--- config.mk ---
export PLATFORM = sky130hd
export DESIGN_NAME = bht_ram
export DESIGN_NICKNAME = d
export VERILOG_FILES = /design/src/design/bht_ram.sv
export SDC_FILE = /design/constraint.sdc
export NUM_CORES = 1
export LEC_CHECK = 0
export BUFFER_PORTS_ARGS = -buffer_cell sky130_fd_sc_hd__buf_2
export CORE_MARGIN = 3
export CORE_UTILIZATION = 60
export CTS_BUF_LIST = sky130_fd_sc_hd__clkbuf_16
export DETAILED_ROUTE_END_ITERATION = 8
export PLACE_DENSITY_LB_ADDON = 0.1
export SLEW_MARGIN = 20
export SYNTH_ARGS = -nofsm -noshare
export SYNTH_HDL_FRONTEND = slang
export SYNTH_SLANG_ARGS = --single-unit
--- constraint.sdc ---
create_clock -name clk_i -period 1.9 [get_ports clk_i]
set_clock_uncertainty 0.05 [all_clocks]
set_input_delay 0.19 -clock clk_i [delete_from_list [all_inputs] [get_ports clk_i]]
set_output_delay 0.19 -clock clk_i [all_outputs]
set_load 0.02 [all_outputs]
--- src/design/bht_ram.sv ---
// Generic single-port synchronous RAM with a registered read.
// Depends on nothing; every table memory is an instance of this module.
module bht_ram #(
  parameter int WIDTH = 8,
  parameter int DEPTH = 16
) (
  input  logic                                     clk_i,
  input  logic [((DEPTH > 1) ? $clog2(DEPTH) : 1)-1:0] addr_i,
  input  logic                                     we_i,
  input  logic [WIDTH-1:0]                         wdata_i,
  input  logic                                     re_i,
  output logic [WIDTH-1:0]                         rdata_o
);

  logic [WIDTH-1:0] mem_q [DEPTH];
  logic [WIDTH-1:0] rdata_q;

  always_ff @(posedge clk_i) begin
    if (we_i) begin
      mem_q[addr_i] <= wdata_i;
    end
    if (re_i) begin
      rdata_q <= mem_q[addr_i];
    end
  end

  assign rdata_o = rdata_q;

endmodule

==> reports/results.ini, run 1 <==
[run_status]
outcome = completed

[worst_setup_path]
critical_path.max_stage_delay_ns = 0.48
rr_startpoint = mem_q[11][5]$_DFFE_PP_
worst_r2r_path_depth = 3
worstSetupEndpointType = flop
critPathArrivalTime_ns = 1.62
required_ns = 1.99
crit_fanout = 1
critPathSlowestCell = mux4_2
r2r_setup_slack_ns = 0.37
endpoint = rdata_o[5]$_DFFE_PP_
path_cells = mux4_2 > a22oi_1 > nand2_1
r2r_end = rdata_o[5]$_DFFE_PP_
path_class = flop to flop
cp-start-kind = flop
critPathLaunch = mem_q[11][5]$_DFFE_PP_

[cells_and_area]
final_common_cell = edfxtp_1
diodes = 0
drive_gt1_share_pct = 36.45
ff_latch_area_sq_um = 4084
fin_util_pct = 75.76
fillerInstances = 457
area_delta_synth_final_pct = 21.54
multiInputGateArea_sq_um = 1003
final_cell_mix = edfxtp_1, mux4_2, buf_2, buf_4, clkbuf_16
nets = 301

[synth]
syn_nets = 245
ys_warn_count = 0
synth_top_family_by_area = multiplexers
ys_seq_area_share_pct = 79.34
synth-seq-cells = 136
synth-xor-area-share_pct = 0
synth-compound-area-share_pct = 2.333
synth_cell_types = 17
synthAdderAreaFrac_pct = 0
syn_area_per_cell_sq_um = 22.38
synthMuxAreaShare_pct = 14.00
syn_inst = 230
netlist_area_sq_um = 5147
synthSimpleGateAreaFrac_pct = 3.160

[route]
via_per_inst = 6.168
vias = 2492
drtIter0Drc = 244
detail_route.wl_per_cell_um = 25.00
drt_wl_total_mm = 10.10
drc = 0
first_pass_iters = 5
ant_nets = 0

[run]
maxCapViolations = 0

[grt]
grt.total_usage_pct = 22.91
grt_pass1_wl_mm = 15.99
grt_max_degree = 24
antenna_found_initial = 0
grt.overflow.total = 0
grt_pass1_vias = 2688

[placement]
dp_hpwl_mm = 6.264
place.gp.congestion = 0.7625
port_buffers = 22

[timing]
whs_ns = 0.1083
slew_headroom_pct = 77.00
setup_tns_ns = 0
rsz0062_at_grt = false
fmax_mhz = 654.6
tightestPinTransition_ns = 0.3449
slew_violations = 0
finalSetupViolCount = 0
hold_viol = 0
period_needed_ns = 1.528
fin_crit_sh_pct = 80.40

[min_path]
min_path_type = input pin to flop

[clock_tree]
numCtsBuffers = 17
cts_resized = 0
postCtsHoldBufs = 0
post_cts_buffers = 0
cts_sinks = 136
clockRootBuffer = clkbuf_16
clk_pin_slew_ns = 0.06
htreeDepth = 4
cts_tree = yes
cts.path.max_buffers = 2
clk_latency_ns = 0.40

[floorplan]
die_y_um = 98.63
dieWidth_um = 98.63
ios = 23
core_sq_um = 8258
die-area_sq_um = 9727
initial_core_util_pct = 62.33
std_cell_rows = 33

[power]
leakage_nw = 2.110
ir_worst_vdd_mv = 0.8270
power.total_mw = 7.498
power_density_nw_per_um2 = 1198

## registers in the layout (all words and copies together) (netlist names)
| signal | cells |
|---|---|
| mem_q | 128 |
| rdata_o | 8 |
## final cells by class
class / instances / area share, %
Sequential cell: 136 / 65.28
Multi-Input combinational cell: 83 / 16.04
Clock buffer: 17 / 6.800
Timing Repair Buffer: 48 / 5.680
Clock inverter: 15 / 4.100
Tap cell: 105 / 2.100
## kinds of logic (layout without fill, tap and decap cells)
group                  count (synthesis)  after routing
AO/OA/AOI/OAI                         16             16
flip-flops                           136            136
AND/OR/NAND/NOR                       35             35
multiplexers                          32             32
buffers and inverters                 11             80
## Yosys cell counts
master | n | share of area, %
edfxtp_1 | 136 | 79
mux4_2 | 32 | 14
a22oi_1 | 16 | 2.3
nor2_1 | 13 | 0.95
nand2_1 | 9 | 0.66
buf_1 | 4 | 0.29
nor3_1 | 4 | 0.39
buf_2 | 2 | 0.19
buf_6 | 2 | 0.44
clkbuf_1 | 2 | 0.15
nand2b_1 | 2 | 0.24
nand3b_1 | 2 | 0.29
nor2b_1 | 2 | 0.24
and2_1 | 1 | 0.12
clkbuf_2 | 1 | 0.097
nand3_1 | 1 | 0.097
or3b_2 | 1 | 0.17
## worst min path at each step
stage	startpoint	to	slack (ns)	cells past startpoint
finish	re_i	rdata_o[1]$_DFFE_PP_	0.11	1
global route	re_i	rdata_o[1]$_DFFE_PP_	0.1	1
CTS	re_i	rdata_o[1]$_DFFE_PP_	0.1	1
detailed placement	re_i	rdata_o[1]$_DFFE_PP_	0.52	1
global placement	re_i	rdata_o[1]$_DFFE_PP_	0.52	1
floorplan	wdata_i[0]	mem_q[0][0]$_DFFE_PP_	0.24	0
## worst max-delay path: cells and delay by family, from the launching register on
family	cells	cell delay (ns)
compound gates	1	0.29
simple gates	1	0.09
mux	1	0.48
flops	1	0.36
## through the flow
step	instances	cell area, sq um	setup slack [ns]
finish	404	6256	0.3724
global route	404	6256	0.3197
floorplan	230	5147	0.1670
global placement	372	5574	0.08286
detailed placement	372	5574	0.09280
CTS	404	6256	0.3428
## report_power, final
group / switching (mW) / leakage (nW) / internal [mW] / total [mW]
sequential: 0.0185 / 1.24 / 3.38 / 3.40
combinational: 0.200 / 0.551 / 0.146 / 0.347
clock: 1.17 / 0.323 / 2.58 / 3.75
total: 1.39 / 2.11 / 6.10 / 7.50
## metal layers
layer	wire length (um)	track usage (%)
met3	714	5.449
met5	0	0
met4	97	6.618
met1	4156	33.30
met2	5132	35.73
No activity file was read; power rests on OpenSTA's default activity.
==> run 2, diff against run 1 <==
--- a/config.mk
+++ b/config.mk
@@ -5,9 +5,10 @@
 export SDC_FILE = /design/constraint.sdc
 export NUM_CORES = 1
 export LEC_CHECK = 0
+export ABC_AREA = 1
 export BUFFER_PORTS_ARGS = -buffer_cell sky130_fd_sc_hd__buf_2
 export CORE_MARGIN = 3
-export CORE_UTILIZATION = 60
+export CORE_UTILIZATION = 55
 export CTS_BUF_LIST = sky130_fd_sc_hd__clkbuf_16
 export DETAILED_ROUTE_END_ITERATION = 8
 export PLACE_DENSITY_LB_ADDON = 0.1
==> constraint.sdc (replaced) <==
create_clock -name clk_i -period 1.4 [get_ports clk_i]
set_clock_uncertainty 0.05 [all_clocks]
set_input_delay 0.14 -clock clk_i [delete_from_list [all_inputs] [get_ports clk_i]]
set_output_delay 0.14 -clock clk_i [all_outputs]
set_load 0.02 [all_outputs]
==> run 2 against run 1 <==
Effect of this change:
- flip-flop and latch count unchanged
- core utilization decreased by 7.2 points
- non-clock buffer count increased by 5
- via count increased by 52%
- sequential share of layout area decreased by 5.2 points
- synthesized cell count increased by 140%
- global-route usage increased by 0.10 points
- wire length increased by 20%
- synthesized area increased by 10%
- critical endpoint is now rdata_o[1]$_DFFE_PP_
==> reports/results.ini, run 2 <==
[min_path]
min_path_type = input pin to flop

[synth]
synth_cell_types = 10  ; -7
synth_area_leaders = edfxtp_1, nand2_1, inv_1
synth-seq-cells = 136  ; unchanged
synthSimpleGateAreaFrac_pct = 24.44  ; +21 points
netlist.top_cell.by_area = edfxtp_1
synth_top_cells_by_count = nand2_1, edfxtp_1, inv_1
synth-xor-area-share_pct = 0  ; unchanged
ys_warn_count = 0  ; unchanged
yosys.area.top_type_share_pct = 71.99  ; -7.3 points
post-synth-top-count-cell = nand2_1
syn_inst = 548  ; +140%
syn_nets = 563  ; +130%
synth_ff_type = edfxtp_1
synth_edf_count = 136  ; unchanged
synth_top_family_by_area = simple AND/OR/NAND/NOR gates
syn_area_per_cell_sq_um = 10.35  ; -54%
async_flop_share_pct = 0  ; unchanged
synthMuxAreaShare_pct = 0  ; -14 points
netlist_area_sq_um = 5673  ; +10%
synthAdderAreaFrac_pct = 0  ; unchanged
synth-compound-area-share_pct = 0  ; -2.3 points
ys_seq_area_share_pct = 71.99  ; -7.3 points

[cells_and_area]
largest_register_ffs = 128  ; unchanged
drive_gt1_share_pct = 14.08  ; -22 points
largest-register = mem_q
area_delta_synth_final_pct = 19.76
final_cell_mix = nand2_1, edfxtp_1, inv_1, buf_2, buf_4
finalNonFillerCells = 744  ; +84%
design_area_sq_um = 6794  ; +8.6%
final_common_cell = nand2_1
diodes = 0  ; unchanged
nets = 614  ; +100%

[timing]
rsz0062_at_grt = false
finalSetupViolCount = 0  ; unchanged
tightestPinTransition_ns = 0.4219  ; +0.07694 ns
whs_ns = 0.1048  ; -0.003496 ns
period_needed_ns = 1.211  ; -0.3171 ns
fin_crit_sh_pct = 86.46  ; +6.1 points
slew_headroom_pct = 71.87  ; -5.1 points
hold_viol = 0  ; unchanged
slew_violations = 0  ; unchanged
setup_ws_ns = 0.1895  ; -0.1829 ns
fmax_mhz = 826.1  ; +26%

[placement]
dpl_cell_area_sq_um = 6216  ; +12%
place.gp.congestion = 0.8521  ; +12%
place_inst = 712  ; +91%
dp_hpwl_mm = 7.581  ; +21%
port_buffers = 22  ; unchanged
dp_slack_ns = -0.1116  ; -0.2044 ns

[route]
drt_wl_total_mm = 12.11  ; +20%
vias = 3782  ; +52%
ant_nets = 0  ; unchanged
via_per_inst = 5.083  ; -18%
first_pass_iters = 6  ; +1
drc = 0  ; unchanged
detail_route.wl_per_cell_um = 16.27  ; -35%
drtIter0Drc = 250  ; +2.5%

[grt]
grt_pass1_wl_mm = 19.49  ; +22%
grt.total_usage_pct = 23.01  ; +0.10 points
grt.overflow.total = 0  ; unchanged
antenna_found_initial = 0  ; unchanged
grt_max_degree = 37  ; +54%
grt_pass1_vias = 3645  ; +36%

[power]
power.total_mw = 9.492  ; +27%
leakage_nw = 2.921  ; +38%
power_density_nw_per_um2 = 1397  ; +17%
ir_worst_vdd_mv = 0.9533  ; +15%

[run_status]
outcome = completed

[worst_setup_path]
critical_path.max_stage_delay_ns = 0.37  ; -0.11 ns
path_class = flop to flop
worstSetupEndpointType = flop
required_ns = 1.50  ; -0.49 ns
critPathArrivalTime_ns = 1.31  ; -0.31 ns
cp-start-kind = flop
path_cells = nand2_1 > nand2_1 > nand2_1 > nand2_1 > nand2_1 > nand2_1 > inv_1 > nand2_1
cp_common_cell = nand2_1
crit_fanout = 1  ; unchanged
critPathSlowestCell = edfxtp_1

[clock_tree]
cts_tree = yes
clk_pin_slew_ns = 0.06  ; about the same
cts_resized = 0  ; unchanged
htreeDepth = 4  ; unchanged
clk_latency_ns = 0.41  ; about the same
postCtsHoldBufs = 1  ; +1
numCtsBuffers = 17  ; unchanged
cts_sinks = 136  ; unchanged
cts.path.max_buffers = 2  ; unchanged
post_cts_buffers = 0  ; unchanged
clockRootBuffer = clkbuf_16

[floorplan]
std_cell_rows = 36  ; +9.1%
initial_core_util_pct = 57.25  ; -5.1 points
die-area_sq_um = 11570  ; +19%
die_y_um = 107.6  ; +9.1%
core_sq_um = 9910  ; +20%
ios = 23  ; unchanged
dieWidth_um = 107.6  ; +9.1%

[run]
maxCapViolations = 0  ; unchanged

run 2: cell count changes after synthesis, moves of 2 or more:
cell / previous run / this run
buf_1: 4 / 0
buf_6: 2 / 0
nor2b_1: 2 / 0
a22oi_1: 16 / 0
mux4_2: 32 / 0
inv_1: 0 / 21
nand3b_1: 2 / 0
nor3_1: 4 / 0
nand2_1: 9 / 346
buf_2: 2 / 12
nor2_1: 13 / 18
buf_4: 0 / 6
nand2b_1: 2 / 0
nand3_1: 1 / 4
run 2: area by class of cell:
type                       instances  area [sq um]
clock inverter                    14         142.6
tap                              133         166.4
clock buffer                      17         425.4
multi-input combinational        368          1406
timing repair buffer              53         483.0
inverter                          23         86.33
sequential                       136          4084
fill                             756          3115
run 2: critical path, delay by kind of cell, from the launching register on:
| family | cells | cell delay (ns) |
|---|---|---|
| buffers and inverters | 1 | 0.06 |
| DFF | 1 | 0.37 |
| and+or+nand+nor | 7 | 0.47 |
run 2: path summary, 6_finish.rpt:
| kind | start | endpoint | slack [ns] | cells past startpoint |
|---|---|---|---|---|
| worst max-delay path | mem_q[6][1]$_DFFE_PP_ | rdata_o[1]$_DFFE_PP_ | 0.19 | 8 |
| worst min-delay path | wdata_i[0] | mem_q[6][0]$_DFFE_PP_ | 0.10 | 1 |
| worst max register to register | mem_q[6][1]$_DFFE_PP_ | rdata_o[1]$_DFFE_PP_ | 0.19 | 8 |
| worst min register to register | mem_q[8][0]$_DFFE_PP_ | rdata_o[0]$_DFFE_PP_ | 0.73 | 8 |
run 2: through the flow:
stage,util [%],TNS (ns)
floorplan,-,-11.85
CTS,68.56,0
finish,68.56,0
global route,68.56,0
global placement,62.73,-5.254
detailed placement,62.73,-5.182
run 2: logic make-up after synthesis:
kind of cell	Yosys count
and+or+nand+nor	368
DFF	136
buffers and inverters	44
run 2: per-layer routing:
metal	GRT usage [%]	routed length, um	vias up
li1	-	-	1861
met1	33.66	5427	1780
met2	34.50	5679	127
met3	5.039	841	14
met4	7.845	159	0
met5	0	0	-
run 2: power breakdown:
| group | switching (mW) | internal, mW | total (mW) |
|---|---|---|---|
| Combinational | 0.429 | 0.187 | 0.616 |
| Clock | 1.53 | 2.73 | 4.26 |
| Sequential | 0.0204 | 4.59 | 4.61 |
