### src/design/bht_pkg.sv
// Shared types, operation and status codes, and hash helpers for the bucketed hash table.
// Used by bht_hash, the top level and the checker; depends on nothing else.
package bht_pkg;

  localparam logic [1:0] FUNC_INSERT = 2'd0;
  localparam logic [1:0] FUNC_LOOKUP = 2'd1;
  localparam logic [1:0] FUNC_REMOVE = 2'd2;

  localparam logic [2:0] ST_NEW     = 3'd0;
  localparam logic [2:0] ST_UPDATED = 3'd1;
  localparam logic [2:0] ST_FULL    = 3'd2;
  localparam logic [2:0] ST_HIT     = 3'd3;
  localparam logic [2:0] ST_MISS    = 3'd4;

  typedef struct packed {
    logic [1:0]  func;
    logic [63:0] key;
    logic [31:0] write_value;
  } in_beat_t;

  typedef struct packed {
    logic [2:0]  status;
    logic [31:0] read_value;
    logic [8:0]  stored_count;
  } out_beat_t;

  typedef enum logic [2:0] {
    H_IDLE,
    H_MIX,
    H_FINAL,
    H_DIV,
    H_MOD
  } hash_state_e;

  typedef enum logic [1:0] {
    T_CLEAR,
    T_IDLE,
    T_HASH,
    T_LOOK
  } tbl_state_e;

  // One byte of the one-at-a-time mixing step.
  function automatic logic [31:0] oaat_mix(input logic [31:0] h, input logic [7:0] b);
    logic [31:0] t;
    t = h + {24'd0, b};
    t = t + (t << 10);
    t = t ^ (t >> 6);
    return t;
  endfunction

  function automatic logic [31:0] oaat_final(input logic [31:0] h);
    logic [31:0] t;
    t = h + (h << 3);
    t = t ^ (t >> 11);
    t = t + (t << 15);
    return t;
  endfunction

endpackage

### src/design/bht_hash.sv
// Multi-cycle hash unit: one-at-a-time hash, two key bytes a cycle, then hash modulo BUCKETS
// through a reciprocal multiply and a remainder stage. Depends on bht_pkg.
module bht_hash import bht_pkg::*; #(
  parameter int BUCKETS   = 64,
  parameter int KEY_BYTES = 8
) (
  input  logic                                         clk_i,
  input  logic                                         rst_ni,
  input  logic                                         start_i,
  input  logic [63:0]                                  key_i,
  output logic                                         done_o,
  output logic [((BUCKETS > 1) ? $clog2(BUCKETS) : 1)-1:0] bucket_o
);

  localparam int BW = (BUCKETS > 1) ? $clog2(BUCKETS) : 1;
  localparam int L = $clog2(BUCKETS);
  localparam int SH = 32 + L;
  // Exact quotient for any 32-bit numerator: floor(2^(32+L)/BUCKETS) + 1, at most 33 bits.
  localparam logic [32:0] MAGIC = 33'(((64'd1 << SH) / 64'(BUCKETS)) + 64'd1);
  localparam int NPAIR = (KEY_BYTES + 1) / 2;
  localparam logic [1:0] PAIR_LAST = 2'(NPAIR - 1);
  localparam bit KEY_ODD = (KEY_BYTES % 2) == 1;

  hash_state_e state_q, state_d;
  logic [31:0] h_q, h_d;
  logic [63:0] key_q, key_d;
  logic [1:0] pair_q, pair_d;
  logic [31:0] quo_q, quo_d;
  logic [BW-1:0] bucket_q, bucket_d;
  logic done_q, done_d;

  logic [64:0] prod;
  logic [31:0] rem;
  logic [31:0] mix;

  always_comb begin
    state_d = state_q;
    case (state_q)
      H_IDLE: begin
        if (start_i) begin
          state_d = H_MIX;
        end
      end
      H_MIX: begin
        if (pair_q == PAIR_LAST) begin
          state_d = H_FINAL;
        end
      end
      H_FINAL: state_d = H_DIV;
      H_DIV:   state_d = H_MOD;
      H_MOD:   state_d = H_IDLE;
      default: state_d = H_IDLE;
    endcase
  end

  assign prod = 65'(h_q) * 65'(MAGIC);
  assign rem = h_q - 32'(quo_q * 32'(BUCKETS));

  always_comb begin
    // The second byte of the last pair is absent when the key has an odd byte count.
    mix = oaat_mix(h_q, key_q[7:0]);
    if (!((pair_q == PAIR_LAST) && KEY_ODD)) begin
      mix = oaat_mix(mix, key_q[15:8]);
    end
  end

  always_comb begin
    h_d = h_q;
    key_d = key_q;
    pair_d = pair_q;
    quo_d = quo_q;
    bucket_d = bucket_q;
    done_d = 1'b0;
    case (state_q)
      H_IDLE: begin
        if (start_i) begin
          h_d = '0;
          key_d = key_i;
          pair_d = '0;
        end
      end
      H_MIX: begin
        h_d = mix;
        key_d = key_q >> 16;
        pair_d = pair_q + 2'd1;
      end
      H_FINAL: h_d = oaat_final(h_q);
      H_DIV:   quo_d = 32'(prod >> SH);
      H_MOD: begin
        bucket_d = rem[BW-1:0];
        done_d = 1'b1;
      end
      default: ;
    endcase
  end

  always_ff @(posedge clk_i or negedge rst_ni) begin
    if (!rst_ni) begin
      state_q <= H_IDLE;
      done_q <= 1'b0;
      pair_q <= '0;
    end else begin
      state_q <= state_d;
      done_q <= done_d;
      pair_q <= pair_d;
    end
  end

  always_ff @(posedge clk_i) begin
    h_q <= h_d;
    key_q <= key_d;
    quo_q <= quo_d;
    bucket_q <= bucket_d;
  end

  assign done_o = done_q;
  assign bucket_o = bucket_q;

endmodule

### config.mk
export PLATFORM = sky130hd
export DESIGN_NAME = bht_hash
export DESIGN_NICKNAME = d
export VERILOG_FILES = /design/src/design/bht_pkg.sv /design/src/design/bht_hash.sv
export SDC_FILE = /design/constraint.sdc
export NUM_CORES = 1
export LEC_CHECK = 0
export ABC_CLOCK_PERIOD_IN_PS = 9800
export BUFFER_PORTS_ARGS = -buffer_cell sky130_fd_sc_hd__buf_4
export CORE_AREA = 2 2 96 190
export CTS_CLUSTER_DIAMETER = 60
export DETAILED_ROUTE_END_ITERATION = 7
export DIE_AREA = 0 0 98 192
export HOLD_SLACK_MARGIN = 0.15
export PLACE_DENSITY = 0.81
export SLEW_MARGIN = 20
export SYNTH_ARGS = -nofsm -noshare
export SYNTH_HDL_FRONTEND = slang
export SYNTH_SLANG_ARGS = --single-unit
### constraint.sdc
create_clock -name clk_i -period 9.8 [get_ports clk_i]
set_clock_uncertainty 0.1 [all_clocks]
set_input_delay 1.96 -clock clk_i [delete_from_list [all_inputs] [get_ports clk_i]]
set_output_delay 1.96 -clock clk_i [all_outputs]
set_load 0.01 [all_outputs]
==> metrics.cfg, run 1 <==
[yosys]
yosys_register_bits=108
yosys.area_share.simple_pct=19.5
yosysTopAreaCellShare_pct=28.6
synth_fa_ha_area_share_pct=13.2
ys_seq_area_share_pct=30.0
synth_compound_area_share_pct=16.6
avgSynthCellArea_um2=8.84
synth_area_leaders=edfxtp_1, ha_1, xnor2_1, nand2_1, xor2_1
yosysMostFrequentCell=nand2_1
synth_xor_area_share_pct=17.5
syn-num-nets=1386
ys_async_sr_fraction_pct=5.56
synthMuxAreaShare_pct=0.304
yosys_warnings=0
synth.distinct_cells=84
synth_edf_count=102
syn_inst=1210
netlist_area_um2=10700
synth_top_family_by_area=simple AND/OR/NAND/NOR gates
yosys-top-cells-count=nand2_1, xnor2_1, ha_1
synth_flop_cell=edfxtp_1
yosysTopAreaCell=edfxtp_1

[final_layout]
n_antenna_cell=0
multi_input_area_um2=7210
seqCellArea_um2=3210
fillCellCount=1417
syn_to_final_growth_pct=9.85
instances_no_fill=1484
fin_area_um2=11800
drive_gt1_share_pct=10.3
final_core_util_pct=68.1
fin_nets=1445

[drt]
vias=9291
drc_errors=0
vias_per_cell=6.26
wl_per_cell_um=21.5
drtIter0Drc=575
dr.pass1.iters=6
antenna_left=0
wirelength_um=31900

[clock_network]
cts_resized=0
numCtsBuffers=9
ctsHoldBuffers=0
cts_sinks=108
clk_pin_slew_ns=0.08
cts_setup_buffers=0
root_buffer=clkbuf_16
cts_tree=yes
cts_max_path_buffers=2
clkLatencyLatePin_ns=0.36
cts.htree.levels=3

[setup_path]
end_kind=register
max_stage_delay_ns=0.45
crit_fanout=4
start_kind=register
crit_arrival_ns=8.23
slowest_stage=edfxtp_1
required_ns=9.80
path_class=register to register

[placement]
io_buffers=73
place_inst=1468
placed_area_um2=11400
place_hpwl_um=26000
gp_congestion=1.03

[global_routing]
grt_max_degree=73
globalRouteTotalUtil_pct=34.0
grt_overflow_total=0
grt_pass1_wl_um=48800
antenna_found_initial=0
grt_pass1_vias=9470

[outcome]
status=finished, final reports clean

[floorplanning]
die_h_um=192
die_x_um=98
die_area_um2=18800
row_count=68
io_pins=74
start_util_pct=62.0
core-area_um2=17300

[sta]
slew_violations=0
period_share_pct=84.0
finalHoldViolCount=0
period_minus_slack_ns=8.23
rsz0062_at_grt=no
tns_ns=0
setup_viol=0
relSlewSlack_pct=44.7
tightest_slew_ns=0.829
max_freq_mhz=122

[hold_path]
hp-class=register to register

[flow_run]
cap_violations=0

[per-stage QoR]
stage / hold WS [ns] / setup WS [ns]
6_report: 0.382 / 1.57
5_1_grt: 0.407 / 1.06
4_1_cts: 0.385 / 1.65
3_5_place_dp: 0.377 / 1.68
3_3_place_gp: 0.366 / 1.74
2_1_floorplan: 0.346 / 2.68
[placed cells by master, fill, tap and decap left out, drive strengths merged, types with 19 or more instances in the layout]
cell | Yosys | final
ha | 103 | 103
a21oi | 73 | 73
nor3 | 19 | 19
nand2 | 218 | 218
inv | 43 | 43
nand3 | 23 | 23
edfxtp | 102 | 102
and2 | 22 | 22
xnor2 | 141 | 141
buf | 12 | 79
xor2 | 63 | 63
a21o | 25 | 25
o21ai | 70 | 70
nor2 | 74 | 74
[worst max-delay path: cells and delay by family, from the launching register on]
kind                     cells  cell delay, ns
AO/OA/AOI/OAI               12            2.55
XOR/XNOR                     7            1.75
buffers and inverters        2            0.15
adder cells (fa/ha/maj)      5            1.49
AND/OR/NAND/NOR              8            1.44
flip-flops                   1            0.45
[state kept, by name, summed over array words and instances, names as in the netlist]
name / cells
state_q: 3
h_q: 32
bucket_o: 6
key_q: 64
pair_q: 2
done_o: 1
[cell type report]
cell class / instances / area share (%)
well taps: 210 / 2.24
clock buffers: 10 / 1.95
inverters: 43 / 1.37
multi-input cells: 1028 / 61.3
clock inverters: 6 / 0.756
flip-flops and latches: 108 / 27.3
repair buffers: 79 / 5.05
[layer usage]
layer | global-route usage [%] | part of all wire, %
met5 | 0 | 0
met1 | 31.5 | 32
met4 | 29.6 | 10
met2 | 63.6 | 53
met3 | 4.55 | 4.7
[cell families after synthesis]
family / count (synthesis)
mux: 2
simple gates: 442
xor+xnor: 206
flops: 108
buf+inv: 74
compound gates: 269
fa+ha+maj: 109
[final timing paths]
path	from	to	slack (ns)	cells past startpoint
min	pair_q[0]	pair_q[0]	0.38	1
min reg2reg	pair_q[0]	pair_q[0]	0.38	1
max in group asynchronous	rst_ni	state_q[0]	8.19	1
max	h_q[0]	h_q[20]	1.57	34
min in group asynchronous	rst_ni	done_o	1.30	1
max reg2reg	h_q[0]	h_q[20]	1.57	34
Power of run 1 is left out: the tool's default activity adds up to more than one toggle a clock period on the data nets, which glitch-free logic cannot reach.
==> inputs of run 2 (changes only) <==
--- a/config.mk
+++ b/config.mk
@@ -5,14 +5,14 @@
 export SDC_FILE = /design/constraint.sdc
 export NUM_CORES = 1
 export LEC_CHECK = 0
-export ABC_CLOCK_PERIOD_IN_PS = 9800
+export ABC_CLOCK_PERIOD_IN_PS = 6900
 export BUFFER_PORTS_ARGS = -buffer_cell sky130_fd_sc_hd__buf_4
-export CORE_AREA = 2 2 96 190
+export CORE_AREA = 2 2 100 199
 export CTS_CLUSTER_DIAMETER = 60
 export DETAILED_ROUTE_END_ITERATION = 7
-export DIE_AREA = 0 0 98 192
+export DIE_AREA = 0 0 102 201
 export HOLD_SLACK_MARGIN = 0.15
-export PLACE_DENSITY = 0.81
+export PLACE_DENSITY = 0.78
 export SLEW_MARGIN = 20
 export SYNTH_ARGS = -nofsm -noshare
 export SYNTH_HDL_FRONTEND = slang
==> constraint.sdc (replaced) <==
create_clock -name clk_i -period 6.9 [get_ports clk_i]
set_clock_uncertainty 0.1 [all_clocks]
set_input_delay 1.38 -clock clk_i [delete_from_list [all_inputs] [get_ports clk_i]]
set_output_delay 1.38 -clock clk_i [all_outputs]
set_load 0.01 [all_outputs]
==> metrics.cfg, run 2 (synthesis gave the netlist of run 1 again) <==
[global_routing]
grt_pass1_wl_um=53200  ; was 48800 um
grt_max_degree=91  ; was 73
antenna_found_initial=0  ; unchanged
grt_pass1_vias=10575  ; was 9470
globalRouteTotalUtil_pct=33.5  ; was 34.0%
grt_overflow_total=0  ; unchanged

[sta]
setup_viol=21  ; was 0
period_share_pct=113  ; was 84.0%
relSlewSlack_pct=30.7  ; was 44.7%
tightest_slew_ns=1.04  ; was 0.829 ns
finalHoldViolCount=0  ; unchanged
worst_slack_ns=-0.916  ; was 1.57 ns
slew_violations=0  ; unchanged
whs_ns=0.375  ; was 0.382 ns
period_minus_slack_ns=7.82  ; was 8.23 ns
rsz0062_at_grt=yes  ; was no
max_freq_mhz=128  ; was 122 MHz

[hold_path]
hp-class=register to register  ; unchanged
hold_end=pair_q[0]  ; unchanged
hold_depth=1  ; unchanged
min_from=pair_q[0]  ; unchanged

[placement]
place_hpwl_um=26000  ; about the same
io_buffers=73  ; unchanged
gp_congestion=0.955  ; was 1.03

[clock_network]
clk_pin_slew_ns=0.08  ; about the same
clkLatencyLatePin_ns=0.36  ; about the same
numCtsBuffers=9  ; unchanged
root_buffer=clkbuf_16  ; unchanged
cts.htree.levels=3  ; unchanged
cts_max_path_buffers=2  ; unchanged
cts_sinks=108  ; unchanged
cts_tree=yes  ; unchanged
ctsHoldBuffers=0  ; unchanged

[drt]
wl_per_cell_um=21.0  ; was 21.5 um
vias=10816  ; was 9291
dr.pass1.iters=7  ; was 6
antenna_left=0  ; unchanged
wirelength_um=37500  ; was 31900 um
drtIter0Drc=876  ; was 575
vias_per_cell=6.05  ; was 6.26
drc_errors=0  ; unchanged

[setup_path]
required_ns=6.99  ; was 9.80 ns
worst_r2r_path_depth=35  ; was 34
start_kind=register  ; unchanged
path_buf_inv=6  ; was 2
crit_fanout=3  ; was 4
path_delay_family=simple AND/OR/NAND/NOR gates  ; was compound AO/OA/AOI/OAI gates
max_stage_delay_ns=0.61  ; was 0.45 ns
end_kind=register  ; unchanged
path_class=register to register  ; unchanged
crit_arrival_ns=7.91  ; was 8.23 ns
slowest_stage=nor4_2  ; was edfxtp_1
r2r_slack_ns=-0.92  ; was 1.57 ns
r2r-end=h_q[25]  ; was h_q[20]
r2r-start=h_q[0]  ; unchanged
cp_common_cell=buf_4

[final_layout]
top_register=key_q  ; unchanged
final_cell_mix=buf_4, nand2_1, xnor2_1  ; was nand2_1, xnor2_1, ha_1
drive_gt1_share_pct=32.8  ; was 10.3%
multi_input_area_um2=7930  ; was 7210 um2
largest_reg_flops=64  ; unchanged
seqCellArea_um2=3210  ; unchanged
final_common_cell=buf_4  ; was nand2_1
fillCellCount=1242  ; was 1417
n_antenna_cell=0  ; unchanged
fin_nets=1702  ; was 1445
syn_to_final_growth_pct=35.4  ; was 9.85%

[outcome]
status=finished, violations left  ; was finished, final reports clean
violations=setup timing

[floorplanning]
row_count=72  ; was 68
die_area_um2=20500  ; was 18800 um2
core-area_um2=19100  ; was 17300 um2
start_util_pct=56.0  ; was 62.0%
die_x_um=102  ; was 98 um
io_pins=74  ; unchanged
die_h_um=201  ; was 192 um

[flow_run]
cap_violations=0  ; unchanged

-- run 2: how the worst max path moves through the flow --
stage / startpoint / to / slack, ns / depth (start not counted)
after floorplan: h_q[0] / h_q[25] / 0.007 / 35
final: h_q[0] / h_q[25] / -0.92 / 35
after global routing: h_q[0] / h_q[25] / -1.18 / 35
after detailed placement: h_q[0] / h_q[20] / -0.37 / 34
after CTS: h_q[0] / h_q[20] / -0.03 / 34
after global placement: h_q[1] / h_q[24] / -0.16 / 31
-- run 2: layout make-up --
class	instances	share of cell area [%]
Tap cell	259	2.24
Timing Repair Buffer	336	17.7
Sequential cell	108	22.2
Inverter	43	1.11
Clock buffer	9	1.55
Multi-Input combinational cell	1028	54.7
Clock inverter	6	0.578
-- run 2: stage by stage --
| stage | worst slack, ns | TNS (ns) | cell area [um2] | util (%) | instances |
|---|---|---|---|---|---|
| after CTS | -0.0289 | -0.0513 | 13800 | 72.0 | 1759 |
| after detailed placement | -0.372 | -3.22 | 13100 | 68.5 | 1722 |
| final | -0.916 | -10.30 | 14500 | 75.9 | 1789 |
| after global routing | -1.18 | -16.12 | 14500 | 75.9 | 1789 |
| after global placement | -0.162 | -0.941 | 13100 | 68.5 | 1722 |
| after floorplan | 0.00683 | 0 | 10700 | - | 1210 |
-- run 2: timing repair --
item                       in CTS  in global routing
setup endpoints to repair      15                 21
pin swaps                      27                 74
resized for setup              45                103
setup buffers                  23                 35
-- run 2: worst reg2reg max path, delay by kind of cell (launching register included) --
family	cells	cell delay (ns)
AOI/OAI and AO/OA	8	1.81
xor gates and xnor gates	7	1.55
adders and majority gates	5	1.27
buffers and inverters	6	0.64
DFF	1	0.45
and+or+nand+nor	9	1.84
-- run 2: per-layer routing --
metal / GRT usage (%) / vias up / share of wire, %
met2: 57.7 / 547 / 50
met4: 23.2 / 0 / 10
li1: - / 4928 / -
met3: 4.70 / 249 / 6.2
met5: 0 / - / 0
met1: 36.8 / 5092 / 34
Power of run 2 is left out for the same reason.
